[src/design/hsvr_pkg.sv]
// ----------------------------------------------------------------------------
// hsvr_pkg: shared types and helpers for the rainbow HSV to RGB converter
// Transaction payloads, the classified item that sits in the queue, the
// rainbow segment codes and the 8-bit scale helper.
// ----------------------------------------------------------------------------
package hsvr_pkg;

   // Input transaction
   typedef struct packed {
      logic [7:0] hue;
      logic [7:0] saturation;
      logic [7:0] brightness;
   } hsvr_req_type;

   // Result transaction
   typedef struct packed {
      logic [7:0] red;
      logic [7:0] green;
      logic [7:0] blue;
   } hsvr_rsp_type;

   // Classified item: base segment color plus the two scale factors
   typedef struct packed {
      logic [7:0] red;
      logic [7:0] green;
      logic [7:0] blue;
      logic [7:0] saturation;
      logic [7:0] brightness;
   } hsvr_item_type;

   // Queue status seen by the top level
   typedef struct packed {
      logic full;
      logic empty;
   } hsvr_qstat_type;

   // Rainbow segments picked by the top three hue bits
   typedef enum logic [2:0] {
      SEG_RED_ORANGE    = 3'd0,
      SEG_ORANGE_YELLOW = 3'd1,
      SEG_YELLOW_GREEN  = 3'd2,
      SEG_GREEN_AQUA    = 3'd3,
      SEG_AQUA_BLUE     = 3'd4,
      SEG_BLUE_PURPLE   = 3'd5,
      SEG_PURPLE_PINK   = 3'd6,
      SEG_PINK_RED      = 3'd7
   } hsvr_seg_type;

   localparam logic [7:0] THIRD_MUL  = 8'd86;
   localparam logic [7:0] TWOTH_MUL  = 8'd171;
   localparam logic [7:0] LEVEL_FULL = 8'd255;
   localparam logic [7:0] LEVEL_2_3  = 8'd171;
   localparam logic [7:0] LEVEL_2_3L = 8'd170;
   localparam logic [7:0] LEVEL_1_3  = 8'd85;

   // scale8: (x * (1 + s)) >> 8, always fits in 8 bits
   function automatic logic [7:0] scale8(input logic [7:0] x, input logic [7:0] s);
      logic [16:0] prod;
      prod = {9'd0, x} * ({9'd0, s} + 17'd1);
      return prod[15:8];
   endfunction

endpackage

[src/design/hsv_rainbow_to_rgb.sv]
// ----------------------------------------------------------------------------
// hsv_rainbow_to_rgb: rainbow HSV to RGB converter
// Classifier, two-entry queue and two-stage scaler.
// ----------------------------------------------------------------------------
// One transaction can be started every clock. A transaction taken at an edge
// (start high, busy low) is written into the queue register, passes the two
// scaler stages and then shows its color on rsp_data with rsp_strobe high.
// Results come in order, one per transaction. The receiver cannot stall, so
// the scaler drains the queue every cycle and busy is high only during reset.
// ----------------------------------------------------------------------------
module hsv_rainbow_to_rgb import hsvr_pkg::*; (
   input  logic         clock,
   input  logic         reset,
   input  logic         start,
   output logic         busy,
   input  hsvr_req_type req_data,
   output logic         rsp_strobe,
   output hsvr_rsp_type rsp_data
);

   hsvr_item_type  front_item;
   hsvr_item_type  queue_item;
   hsvr_qstat_type queue_stat;
   logic           accept;

   assign busy   = queue_stat.full || reset;
   assign accept = start && !busy;

   // Classify hue into a base segment color
   hsvr_front u_front (
      .req_data (req_data),
      .item     (front_item)
   );

   // Queue between front and back
   hsvr_queue u_queue (
      .clock     (clock),
      .reset     (reset),
      .push      (accept),
      .push_item (front_item),
      .pop       (!queue_stat.empty),
      .pop_item  (queue_item),
      .status    (queue_stat)
   );

   // Saturation and brightness scaling
   hsvr_back u_back (
      .clock      (clock),
      .reset      (reset),
      .item_valid (!queue_stat.empty),
      .item       (queue_item),
      .rsp_strobe (rsp_strobe),
      .rsp_data   (rsp_data)
   );

   // Every accepted transaction gives a result after fixed latency
   a_latency: assert property (@(posedge clock) disable iff (reset)
      accept |-> ##3 rsp_strobe)
      else $error("result strobe missing after accepted transaction");

   // The scaler drains the queue every cycle, so it never fills
   a_never_full: assert property (@(posedge clock) disable iff (reset)
      !queue_stat.full)
      else $error("queue filled up");

   // Zero saturation at full brightness gives white
   a_white: assert property (@(posedge clock) disable iff (reset)
      (accept && req_data.saturation == 8'd0 && req_data.brightness == LEVEL_FULL)
      |-> ##3 (rsp_data.red == LEVEL_FULL && rsp_data.green == LEVEL_FULL
               && rsp_data.blue == LEVEL_FULL))
      else $error("zero saturation did not give white");

   // Zero brightness gives black
   a_black: assert property (@(posedge clock) disable iff (reset)
      (accept && req_data.brightness == 8'd0)
      |-> ##3 (rsp_data.red == 8'd0 && rsp_data.green == 8'd0 && rsp_data.blue == 8'd0))
      else $error("zero brightness did not give black");

endmodule

[src/design/hsvr_front.sv]
// ----------------------------------------------------------------------------
// hsvr_front: hue classifier
// Splits the hue into segment and offset and builds the piecewise-linear
// base color of that segment.
// ----------------------------------------------------------------------------
module hsvr_front import hsvr_pkg::*; (
   input  hsvr_req_type  req_data,
   output hsvr_item_type item
);

   logic [4:0]   offset;
   logic [11:0]  third_prod;
   logic [12:0]  twoth_prod;
   logic [7:0]   third;
   logic [7:0]   twoth;
   hsvr_seg_type seg;

   // Offset ramps: off*86/32 and off*171/32, truncated
   assign offset     = req_data.hue[4:0];
   assign seg        = hsvr_seg_type'(req_data.hue[7:5]);
   assign third_prod = {7'd0, offset} * {4'd0, THIRD_MUL};
   assign twoth_prod = {8'd0, offset} * {5'd0, TWOTH_MUL};
   assign third      = {1'b0, third_prod[11:5]};
   assign twoth      = twoth_prod[12:5];

   // Segment base color
   always_comb begin
      item.saturation = req_data.saturation;
      item.brightness = req_data.brightness;
      case (seg)
         SEG_RED_ORANGE: begin
            item.red = LEVEL_FULL - third; item.green = third;              item.blue = 8'd0;
         end
         SEG_ORANGE_YELLOW: begin
            item.red = LEVEL_2_3;          item.green = LEVEL_1_3 + third;  item.blue = 8'd0;
         end
         SEG_YELLOW_GREEN: begin
            item.red = LEVEL_2_3 - twoth;  item.green = LEVEL_2_3L + third; item.blue = 8'd0;
         end
         SEG_GREEN_AQUA: begin
            item.red = 8'd0;               item.green = LEVEL_FULL - third; item.blue = third;
         end
         SEG_AQUA_BLUE: begin
            item.red = 8'd0;               item.green = LEVEL_2_3 - twoth;
            item.blue = LEVEL_1_3 + twoth;
         end
         SEG_BLUE_PURPLE: begin
            item.red = third;              item.green = 8'd0;
            item.blue = LEVEL_FULL - third;
         end
         SEG_PURPLE_PINK: begin
            item.red = LEVEL_1_3 + third;  item.green = 8'd0;
            item.blue = LEVEL_2_3 - third;
         end
         default: begin
            item.red = LEVEL_2_3L + third; item.green = 8'd0;
            item.blue = LEVEL_1_3 - third;
         end
      endcase
   end

endmodule

[src/design/hsvr_queue.sv]
// ----------------------------------------------------------------------------
// hsvr_queue: two-entry queue between classifier and scaler
// Decouples the accept side from the scaling pipeline.
// ----------------------------------------------------------------------------
module hsvr_queue import hsvr_pkg::*; (
   input  logic           clock,
   input  logic           reset,
   input  logic           push,
   input  hsvr_item_type  push_item,
   input  logic           pop,
   output hsvr_item_type  pop_item,
   output hsvr_qstat_type status
);

   hsvr_item_type entry_ff [2];
   logic          wr_ptr_ff, wr_ptr_in;
   logic          rd_ptr_ff, rd_ptr_in;
   logic [1:0]    count_ff,  count_in;
   logic          do_push, do_pop;

   assign status.full  = (count_ff == 2'd2);
   assign status.empty = (count_ff == 2'd0);
   assign do_push      = push && !status.full;
   assign do_pop       = pop && !status.empty;
   assign pop_item     = entry_ff[rd_ptr_ff];

   // Pointer and count update
   always_comb begin
      wr_ptr_in = do_push ? ~wr_ptr_ff : wr_ptr_ff;
      rd_ptr_in = do_pop  ? ~rd_ptr_ff : rd_ptr_ff;
      count_in  = count_ff + {1'b0, do_push} - {1'b0, do_pop};
   end

   always_ff @(posedge clock) begin
      if (reset) begin
         wr_ptr_ff <= 1'b0;
         rd_ptr_ff <= 1'b0;
         count_ff  <= 2'd0;
      end else begin
         wr_ptr_ff <= wr_ptr_in;
         rd_ptr_ff <= rd_ptr_in;
         count_ff  <= count_in;
      end
   end

   // Entry storage
   always_ff @(posedge clock) begin
      if (do_push) begin
         entry_ff[wr_ptr_ff] <= push_item;
      end
   end

endmodule

[src/design/hsvr_back.sv]
// ----------------------------------------------------------------------------
// hsvr_back: saturation and brightness scaler
// Stage one applies saturation and the white floor, stage two applies
// brightness and drives the result strobe.
// ----------------------------------------------------------------------------
module hsvr_back import hsvr_pkg::*; (
   input  logic          clock,
   input  logic          reset,
   input  logic          item_valid,
   input  hsvr_item_type item,
   output logic          rsp_strobe,
   output hsvr_rsp_type  rsp_data
);

   logic         s1_valid_ff, s1_valid_in;
   hsvr_rsp_type s1_color_ff, s1_color_in;
   logic [7:0]   s1_bright_ff;
   logic         out_valid_ff, out_valid_in;
   hsvr_rsp_type out_color_ff, out_color_in;
   logic [7:0]   desat;
   logic [7:0]   floor_w;

   // Saturation: scale8 of zero stays zero and full saturation is identity,
   // and zero saturation (white) is given its own path
   assign desat   = LEVEL_FULL - item.saturation;
   assign floor_w = scale8(desat, desat);

   always_comb begin
      s1_valid_in = item_valid;
      if (item.saturation == 8'd0) begin
         s1_color_in = '{red: LEVEL_FULL, green: LEVEL_FULL, blue: LEVEL_FULL};
      end else begin
         s1_color_in.red   = scale8(item.red,   item.saturation) + floor_w;
         s1_color_in.green = scale8(item.green, item.saturation) + floor_w;
         s1_color_in.blue  = scale8(item.blue,  item.saturation) + floor_w;
      end
   end

   // Brightness: zero gives black and full is identity through scale8
   always_comb begin
      out_valid_in       = s1_valid_ff;
      out_color_in.red   = scale8(s1_color_ff.red,   s1_bright_ff);
      out_color_in.green = scale8(s1_color_ff.green, s1_bright_ff);
      out_color_in.blue  = scale8(s1_color_ff.blue,  s1_bright_ff);
   end

   always_ff @(posedge clock) begin
      if (reset) begin
         s1_valid_ff  <= 1'b0;
         out_valid_ff <= 1'b0;
      end else begin
         s1_valid_ff  <= s1_valid_in;
         out_valid_ff <= out_valid_in;
      end
   end

   always_ff @(posedge clock) begin
      s1_color_ff  <= s1_color_in;
      s1_bright_ff <= item.brightness;
      out_color_ff <= out_color_in;
   end

   assign rsp_strobe = out_valid_ff;
   assign rsp_data   = out_color_ff;

endmodule

[config.mk]
export PLATFORM = sky130hd
export DESIGN_NAME = hsv_rainbow_to_rgb
export DESIGN_NICKNAME = d
export VERILOG_FILES = /design/src/design/hsvr_pkg.sv /design/src/design/hsv_rainbow_to_rgb.sv /design/src/design/hsvr_front.sv /design/src/design/hsvr_queue.sv /design/src/design/hsvr_back.sv
export SDC_FILE = /design/constraint.sdc
export NUM_CORES = 1
export LEC_CHECK = 0
export ABC_AREA = 1
export BUFFER_PORTS_ARGS = -buffer_cell sky130_fd_sc_hd__buf_2
export CAP_MARGIN = 20
export CORE_MARGIN = 4
export CORE_UTILIZATION = 40
export CTS_CLUSTER_DIAMETER = 80
export CTS_CLUSTER_SIZE = 28
export DETAILED_ROUTE_END_ITERATION = 6
export GPL_ROUTABILITY_DRIVEN = 0
export REMOVE_ABC_BUFFERS = 1
export SKIP_CTS_REPAIR_TIMING = 1
export SLEW_MARGIN = 40
export SYNTH_ARGS = -nofsm -noshare
export SYNTH_HDL_FRONTEND = slang
export SYNTH_SLANG_ARGS = --single-unit
[constraint.sdc]
create_clock -name clock -period 9.3 [get_ports clock]
set_input_delay 1.86 -clock clock [delete_from_list [all_inputs] [get_ports clock]]
set_output_delay 1.86 -clock clock [all_outputs]
set_load 0.1 [all_outputs]
Word-level counts from Yosys, hierarchy flattened
Memories as Yosys holds them, arrays and structs flattened. A register that Yosys moved wholly into a read port is not among the register bits.
Index checks and enable logic that the tools add are counted.
{"block": "totals", "memories": 1, "mem_bits_rw": 80, "output_inout_bits": 26, "ff_bits": 62}
{"name": "u_queue.entry_ff", "words": 2, "word_bits": 40, "rd": 1, "rd_clocked_by_memory_dff": 1, "wr": 1, "line": "hsvr_queue.sv:15", "source": "hsvr_item_type entry_ff [2];"}
{"block": "classes", "mul": 9, "muxes": 5, "n_eq_ne": 7, "addsub": 16, "n_bitwise": 2, "reduce_logical": 9}
{"op": "one-hot mux 24 bit (7 select lines)", "n": 1}
{"op": "multiplier 8 x 17 -> 16 bit", "n": 7}
{"op": "adder 8 x 1 -> 9 bit (second input constant)", "n": 3}
{"op": "adder 8 bit", "n": 3}
{"op": "subtractor 8 x 7 -> 8 bit (first input constant)", "n": 2}
{"op": "subtractor 8 bit (first input constant)", "n": 2}
{"op": "multiplier 5 x 8 -> 13 bit (second input constant)", "n": 1}
{"op": "multiplier 5 x 6 -> 11 bit (second input constant)", "n": 1}
{"op": "== test 3 bit (second input constant)", "n": 3}
{"op": "adder 7 x 7 -> 8 bit (first input constant)", "n": 1}
{"op": "adder 7 x 8 -> 8 bit (first input constant)", "n": 1}
{"op": "adder 8 x 7 -> 8 bit (first input constant)", "n": 1}
{"op": "logical NOT 8 bit", "n": 1}
{"op": "subtractor 7 x 7 -> 8 bit (first input constant)", "n": 1}
{"op": "== test 3 x 2 -> 1 bit (second input constant)", "n": 2}
{"op": "2-to-1 mux 1 bit", "n": 4}
{"op": "== test 3 x 1 -> 1 bit (second input constant)", "n": 1}
{"op": "logical NOT 1 bit", "n": 3}
{"op": "logical NOT 3 bit", "n": 1}
{"op": "adder 2 x 1 -> 2 bit", "n": 1}
{"op": "== test 2 bit (second input constant)", "n": 1}
{"op": "logical AND 1 bit", "n": 2}
{"op": "logical NOT 2 bit", "n": 1}
{"op": "NOT 1 bit", "n": 2}
{"op": "2 further kinds", "n": 2}

Depth between registers and ports, before layout
Gate-level depths: netlist (run 1).
{"block": "depth", "word_depth": 7, "ltp_mapped": 43, "mapped_depth_nobuf": 39}

Modules after synthesis
Synthesis (run 1) repeated with hierarchy kept, for this count alone.
{"block": "unflattened", "cells_unflattened": 2918, "hier_area_um2": 23037.1}
{"mod": "hsvr_back", "cells_per_inst": 2347, "area_per_inst_um2": 17555.6, "n_inst": 1, "seq_area_each_um2": 1161.1}
{"mod": "hsvr_queue", "cells_per_inst": 163, "area_per_inst_um2": 3149.3, "n_inst": 1, "seq_area_each_um2": 2502.4}
{"mod": "hsvr_front", "cells_per_inst": 402, "area_per_inst_um2": 2304.7, "n_inst": 1, "seq_area_each_um2": 0.0}
{"mod": "hsv_rainbow_to_rgb", "cells_per_inst": 6, "area_per_inst_um2": 27.5, "n_inst": 1, "seq_area_each_um2": 0.0}

Least setup slack after synthesis (run 1)
Ideal clock, no wire load.
{"block": "synth_timing", "path_type": "reg2reg", "startpoint": "register with a tool-made name", "endpoint": "register u_back.s1_color_ff[7] in the netlist's numbering", "slack_ps": 2575, "stages_incl_launch_ff": 39, "n_path_buf": 3, "synth_period_minus_slack_ps": 6725, "arrival_time_ps": 6592, "path_cell_list": "dfxtp_1 buf_6 inv_2 buf_6 or2_2 o21ai_1 clkinv_1 ha_1 or2_2 nand2_1 clkbuf_1 nor2_1 fa_1 fa_1 inv_1 fa_1 fa_1 inv_1 [3 not listed] nand4_1 nand2_1 nand2_1 nand3_1 o21ai_0 xor2_1 inv_1 ha_1 nand2_1 nor2_1 a211oi_1 or2_2 nand2_1 nand2_1 a21oi_1 nand2_1 nand3_1 nand3_1"}
{"item": "end signal: assignment", "line": "hsvr_back.sv:58", "source": "s1_color_ff <= s1_color_in;"}
{"item": "end: declaration", "line": "hsvr_back.sv:16", "source": "hsvr_rsp_type s1_color_ff, s1_color_in;"}

==> flow_summary.ini, run 1 <==
[floorplan]
core_sq_um = 56300
num_rows = 87
pin_count = 53
dieArea_sq_um = 60600
die_w_um = 246
die_h_um = 246
initial_utilization = 0.403

[sta]
slew_viol_final = 0
finalCriticalPeriod_ns = 7.75
fmax_mhz = 129
rsz0062_at_grt = false
setup_viol = 0
fin_crit_sh = 0.833
maxSlewHeadroom = 0.411
tightestPinTransition_ns = 0.883
setup-tns-final_ns = 0
clock_skew_ns = 0.0123
hold_viol = 0

[synthesis]
ys.flop_type = edfxtp_1
netlist_instances = 2937
synth-edff-count = 80
synth.most_common_cell = nand2_1
synth_seq_area_share = 0.162
synth_top_area_frac = 0.254
yosys.area.top_type = fa_1
avgSynthCellArea_sq_um = 7.72
syn_area_sq_um = 22700
ys_ff_latch = 143
ys_warn_count = 0
ys_types = 54
synthArstFlopShare = 0
synth_area_leaders = fa_1 (25%), ha_1 (15%), nand2_1 (11%), edfxtp_1 (11%), inv_1 (9.9%)
synth_commonest_cells = nand2_1 (657), inv_1 (600), nor2_1 (380)

[setup_path]
crit_type = reg2reg
cp_slowest_cell = fa_1
critPathMaxStageDelay_ns = 0.54
endpoint_kind = flop
start_kind = flop
crit_fanout = 60
cp.required_ns = 9.64
crit_top_cell = nand2_1
cp.arrival_ns = 8.09

[finish]
n_fill_cell = 5732
nNetsFinal = 3559
drive_gt1_frac = 0.0574
antenna_cells = 0
area_delta_synth_final_pct = 6.97

[placed_design]
hpwl_um = 44200
portBuffers = 52

[clocking]
root_buffer = clkbuf_16
cts_buffer_depth = 2
path_clk_slew_ns = 0.07
htreeDepth = 4
cts_buffers = 17
cts_num_sinks = 143
cts_tree = yes
clk_latency_ns = 0.47

[detailed_routing]
drt_wl_total_um = 53600
drt_first_iter_violations = 1043
num_vias = 17900
ant_nets = 0
vias_per_cell = 4.80
detail_route.wl_per_cell_um = 14.4
drc = 0
drt_first_pass_iters = 6

[status]
status = complete, no violations

[job]
drv_cap = 0

[global_route]
antenna_found_initial = 0
grt_pass1_wl_um = 90200
track_usage = 0.184
grt_max_degree = 61
grt-ovfl-total = 0
grt_pass1_vias = 17800

[min_path]
min_path_type = reg2reg
holdCritStartpoint = u_back.out_valid_in
==> layer usage <==
layer	GRT usage	vias to the layer above	routed length [um]
met5	0	-	0
met4	0.0657	0	1770
met3	0.0275	81	2300
met2	0.311	390	25500
met1	0.242	8386	24100
li1	-	9081	-
==> kinds of logic (layout without fill, tap and decap cells) <==
family | after synthesis | after routing | share of synthesized area
adders and majority gates | 567 | 567 | 0.408
AOI/OAI and AO/OA | 226 | 226 | 0.0570
buffers and inverters | 669 | 710 | 0.116
DFF | 143 | 143 | 0.162
xor gates and xnor gates | 76 | 76 | 0.0305
and+or+nand+nor | 1256 | 1256 | 0.226
==> cell usage in the layout (no fill, tap or decap), types with 4 or more instances in the layout <==
| cell | n |
|---|---|
| nor2_2 | 16 |
| inv_2 | 6 |
| buf_4 | 19 |
| buf_2 | 52 |
| xor2_1 | 46 |
| fa_1 | 288 |
| o2111ai_1 | 4 |
| or2_2 | 16 |
| a21o_1 | 7 |
| xnor2_1 | 28 |
| nand4_1 | 18 |
| inv_1 | 600 |
| nand2_2 | 14 |
| o21bai_1 | 8 |
| nor3_1 | 7 |
| nand2_1 | 657 |
| o21ai_1 | 9 |
| nor2_4 | 4 |
| nand3_1 | 125 |
| nor2_1 | 377 |
| a21oi_1 | 86 |
| inv_6 | 5 |
| a31oi_1 | 9 |
| o211ai_1 | 5 |
| o21ai_0 | 70 |
| clkbuf_16 | 17 |
| edfxtp_1 | 80 |
| nor4_1 | 4 |
| dfxtp_1 | 62 |
| nand3b_1 | 9 |
| a211oi_1 | 5 |
| ha_1 | 279 |
==> registers in the layout (all words and copies together) (netlist names), named ones only <==
name,flops
u_queue.rd_ptr_ff,1
u_back.out_valid_in,1
u_queue.wr_ptr_ff,1
u_queue.count_ff,2
u_back.s1_color_ff,24
u_queue.entry_ff,80
u_back.s1_bright_ff,8
u_back.rsp_strobe,1
u_back.rsp_data,24
==> worst max-delay path: cells and delay by family (launching register included) <==
family | cells | cell delay [ns]
AO/OA/AOI/OAI | 7 | 1.52
XOR/XNOR | 1 | 0.28
adder cells (fa/ha/maj) | 7 | 2.92
buffers and inverters | 7 | 1.24
flip-flops | 1 | 0.32
AND/OR/NAND/NOR | 9 | 1.31
==> stage by stage <==
stage                     area, sq um  hold slack [ns]  setup WS [ns]  cells   util
after floorplan                 22300            0.388           1.29   2875      -
after global placement          23700            0.408           1.82   3702  0.421
after detailed placement        23700            0.405           1.62   3702  0.421
after CTS                       24300            0.412           1.60   3734  0.431
after global routing            24300            0.424          0.818   3734  0.431
final                           24300            0.404           1.55   3734  0.431
==> area by class of cell <==
| cell class | instances | area [sq um] | area share |
|---|---|---|---|
| multi-input combinational | 2125 | 16400 | 0.676 |
| sequential | 143 | 3660 | 0.151 |
| inverter | 607 | 2280 | 0.0939 |
| tap | 756 | 946 | 0.0390 |
| clock buffer | 17 | 425 | 0.0175 |
| timing repair buffer | 71 | 403 | 0.0166 |
| clock inverter | 15 | 150 | 0.00619 |
==> worst paths after layout <==
| kind | end | slack [ns] | cells after the start |
|---|---|---|---|
| setup / recovery | u_back.s1_color_ff[23] | 1.55 | 31 |
| hold / removal | u_back.rsp_strobe | 0.40 | 2 |
| setup reg to reg | u_back.s1_color_ff[23] | 1.55 | 31 |
| hold reg to reg | u_back.rsp_strobe | 0.40 | 2 |
Power of run 1 is left out: the tool's default activity adds up to more than one toggle a clock period on the data nets, which glitch-free logic cannot reach.
==> run 2, diff against run 1 <==
==> constraint.sdc (replaced) <==
create_clock -name clock -period 7.9 [get_ports clock]
set_input_delay 1.58 -clock clock [delete_from_list [all_inputs] [get_ports clock]]
set_output_delay 1.58 -clock clock [all_outputs]
set_load 0.1 [all_outputs]
==> run 2 against run 1 <==
Compared with the run above:
- register-to-register slack lost 0.92 ns
- sequential cell count unchanged
- core utilization up 0.24 points
- routed wire length increased by 0.37%
- setup slack worse by 0.92 ns
- via count is essentially flat
==> flow_summary.ini, run 2 (same netlist as run 1, synthesis figures left out) <==
[status]
status = complete, no violations

[setup_path]
start_kind = flop
cp.required_ns = 8.25
cp_slowest_cell = ha_1
crit_top_cell = fa_1
crit_type = reg2reg
critPathMaxStageDelay_ns = 0.63
cp.arrival_ns = 7.62
endpoint_kind = flop
crit_fanout = 46
reg2reg_slack_ns = 0.63

[sta]
fin_crit_sh = 0.920
slew_viol_final = 0
rsz0062_at_grt = false
hold_viol = 0
setup_viol = 0
fmax_mhz = 138
tightestPinTransition_ns = 0.819
maxSlewHeadroom = 0.454
clock_skew_ns = 0.0106
finalCriticalPeriod_ns = 7.27

[finish]
drive_gt1_frac = 0.0603
n_fill_cell = 5899
seq_area_sq_um = 3660
area_delta_synth_final_pct = 7.56
largest_reg_flops = 80
layout_common_cells = nand2_1 (657), inv_1 (599), nor2_1 (378), fa_1 (288), ha_1 (279)
multi_input_area_sq_um = 16400
nNetsFinal = 3565
fin_area_sq_um = 24400
regMostFlops = u_queue.entry_ff
final_common_cell = nand2_1
antenna_cells = 0

[floorplan]
dieArea_sq_um = 60600
die_w_um = 246
num_rows = 87
die_h_um = 246
pin_count = 53
core_sq_um = 56300
initial_utilization = 0.403

[global_route]
track_usage = 0.185
antenna_found_initial = 0
grt_pass1_vias = 18100
grt_max_degree = 47
grt_pass1_wl_um = 90600
grt-ovfl-total = 0

[detailed_routing]
ant_nets = 0
num_vias = 17900
drt_wl_total_um = 53800
drt_first_pass_iters = 5
drc = 0
drt_first_iter_violations = 1076
detail_route.wl_per_cell_um = 14.4
vias_per_cell = 4.80

[clocking]
clk_latency_ns = 0.47
cts_buffers = 17
path_clk_slew_ns = 0.07
root_buffer = clkbuf_16
cts_buffer_depth = 2
cts_num_sinks = 143
cts_tree = yes
htreeDepth = 4

[placed_design]
hpwl_um = 44500
placed_area_sq_um = 23700
portBuffers = 52

[job]
drv_cap = 0

[min_path]
min_path_type = reg2reg
run 2: metrics by stage:
stage          hold slack, ns  TNS [ns]   util  std cells  worst slack [ns]
2_1_floorplan           0.388    -0.262      -       2875            -0.110
3_3_place_gp            0.404         0  0.422       3708             0.570
3_5_place_dp            0.404         0  0.422       3708             0.475
4_1_cts                 0.421         0  0.433       3740             0.425
5_1_grt                 0.435         0  0.433       3740           0.00342
6_report                0.414         0  0.433       3740             0.630
run 2: path summary, 6_finish.rpt:
path,from,end,cells after the start
setup / recovery,flop,u_back.s1_color_ff[14],26
hold / removal,u_back.out_valid_in,u_back.rsp_strobe,2
setup reg to reg,flop,u_back.s1_color_ff[14],26
hold reg to reg,u_back.out_valid_in,u_back.rsp_strobe,2
run 2: layout make-up:
| cell class | instances | area share |
|---|---|---|
| well taps | 756 | 0.0388 |
| repair buffers | 77 | 0.0187 |
| inverters | 607 | 0.0935 |
| clock inverters | 15 | 0.00898 |
| clock buffers | 17 | 0.0174 |
| multi-input cells | 2125 | 0.672 |
| flip-flops and latches | 143 | 0.150 |
run 2: layer usage:
metal,part of all wire,vias up,wire length (um),GRT usage
li1,-,9071,-,-
met1,0.45,8440,24300,0.238
met2,0.48,357,25800,0.318
met3,0.039,78,2080,0.0276
met4,0.030,0,1590,0.0632
met5,0,-,0,0
run 2: worst max-delay path, delay by kind of cell (launching register included):
kind | cells | cell delay, ns
buffers and inverters | 7 | 1.42
and+or+nand+nor | 9 | 0.83
xor gates and xnor gates | 1 | 0.27
adders and majority gates | 7 | 3.48
AOI/OAI and AO/OA | 2 | 0.57
DFF | 1 | 0.55
Power of run 2 is left out for the same reason.
==> run 3, diff against run 2 <==
--- a/config.mk
+++ b/config.mk
@@ -14,9 +14,11 @@
 export CTS_CLUSTER_SIZE = 28
 export DETAILED_ROUTE_END_ITERATION = 6
 export GPL_ROUTABILITY_DRIVEN = 0
+export MAX_ROUTING_LAYER = met4
+export PLACE_DENSITY = 0.52
 export REMOVE_ABC_BUFFERS = 1
 export SKIP_CTS_REPAIR_TIMING = 1
-export SLEW_MARGIN = 40
+export SLEW_MARGIN = 0
 export SYNTH_ARGS = -nofsm -noshare
 export SYNTH_HDL_FRONTEND = slang
 export SYNTH_SLANG_ARGS = --single-unit
==> run 3 against run 2 <==
Compared with the run above:
- die area unchanged
- design area about the same
- maximum frequency up 1.1%
- core utilization about the same
- non-clock buffer count up 4
- critical path depth up 7
- first-iteration DRC count up 2.7%
- final cell count up 0.11%
- via count up 1.7%
- clock-buffer cell count unchanged
- clock skew up 0.0029 ns
- setup slack better by 0.082 ns
==> flow_summary.ini, run 3 (same netlist as run 1, synthesis figures left out) <==
[finish]
regMostFlops = u_queue.entry_ff
area_delta_synth_final_pct = 7.57
layout_common_cells = nand2_1 (657), inv_1 (600), nor2_1 (378), fa_1 (288), ha_1 (279)
n_fill_cell = 5792
nNetsFinal = 3569
drive_gt1_frac = 0.0606
largest_reg_flops = 80
antenna_cells = 0
final_common_cell = nand2_1

[clocking]
clk_latency_ns = 0.47
cts_tree = yes
root_buffer = clkbuf_16
cts_buffer_depth = 2
cts_buffers = 17
cts_num_sinks = 143
path_clk_slew_ns = 0.07
htreeDepth = 4

[global_route]
grt_pass1_wl_um = 94900
grt_max_degree = 45
antenna_found_initial = 0
grt.busiest_layer = met2
grtUsageMet3 = 0.0250
grt_pass1_vias = 18600
track_usage = 0.200
met2_usage = 0.344
grt-ovfl-total = 0
globalRouteMet1Util = 0.247

[detailed_routing]
drt_first_iter_violations = 1105
vias_per_cell = 4.88
ant_nets = 0
drt_wl_total_um = 57100
drt_first_pass_iters = 5
drc = 0
detail_route.wl_per_cell_um = 15.2
num_vias = 18300

[floorplan]
pin_count = 53
core_sq_um = 56300
die_w_um = 246
dieArea_sq_um = 60600
num_rows = 87
initial_utilization = 0.403
die_h_um = 246

[sta]
clock_skew_ns = 0.0135
fmax_mhz = 139
tightestPinTransition_ns = 1.07
finalCriticalPeriod_ns = 7.19
setup_viol = 0
slew_viol_final = 0
setup-tns-final_ns = 0
maxSlewHeadroom = 0.285
rsz0062_at_grt = false
fin_crit_sh = 0.910
hold_viol = 0

[placed_design]
hpwl_um = 47200
portBuffers = 52

[setup_path]
crit_top_cell = nand2_1
cp.required_ns = 8.24
crit_fanout = 17
critPathMaxStageDelay_ns = 0.54
start_kind = flop
crit_type = reg2reg
cp_slowest_cell = fa_1
cp.arrival_ns = 7.53
endpoint_kind = flop

[job]
drv_cap = 0

[status]
status = complete, no violations

[min_path]
min_path_type = reg2reg
run 3: cell types whose count changed in the layout (fill, tap and decap cells not counted), sizes merged:
cell | before | now
clkinvlp | 2 | 0
buf | 77 | 81
inv | 614 | 616
run 3: cell type report:
class | count | area, sq um | area share
timing repair buffer | 81 | 478 | 0.0196
clock buffer | 17 | 425 | 0.0174
inverter | 607 | 2280 | 0.0934
clock inverter | 15 | 214 | 0.00877
sequential | 143 | 3660 | 0.150
multi-input combinational | 2125 | 16400 | 0.672
tap | 756 | 946 | 0.0388
run 3: through the flow:
step / std cells / area (sq um) / setup slack, ns / utilization / hold slack, ns
2_1_floorplan: 2875 / 22300 / -0.110 / - / 0.388
3_3_place_gp: 3712 / 23800 / 0.825 / 0.422 / 0.397
3_5_place_dp: 3712 / 23800 / 0.736 / 0.422 / 0.406
4_1_cts: 3744 / 24400 / 0.734 / 0.434 / 0.424
5_1_grt: 3744 / 24400 / 0.180 / 0.434 / 0.434
6_report: 3744 / 24400 / 0.712 / 0.434 / 0.418
run 3: path summary, 6_finish.rpt:
kind                                     startpoint                      to  slack [ns]  cells after the start
worst min-delay path            u_back.out_valid_in       u_back.rsp_strobe        0.42                      2
worst max register to register                 flop  u_back.s1_color_ff[23]        0.71                     33
worst min register to register  u_back.out_valid_in       u_back.rsp_strobe        0.42                      2
worst max-delay path                           flop  u_back.s1_color_ff[23]        0.71                     33
run 3: critical path: cells and delay by family (launching register included):
kind,cells,cell delay (ns)
adder cells (fa/ha/maj),8,3.31
AND/OR/NAND/NOR,13,1.43
AO/OA/AOI/OAI,5,1.04
XOR/XNOR,1,0.48
buffers and inverters,6,0.45
flip-flops,1,0.32
run 3: layer usage:
layer  routed length [um]  up-vias
li1                     -     9082
met1                25800     8750
met2                28200      347
met3                 1720       79
met4                 1410        0
met5                    0        -
Power of run 3 is left out for the same reason.
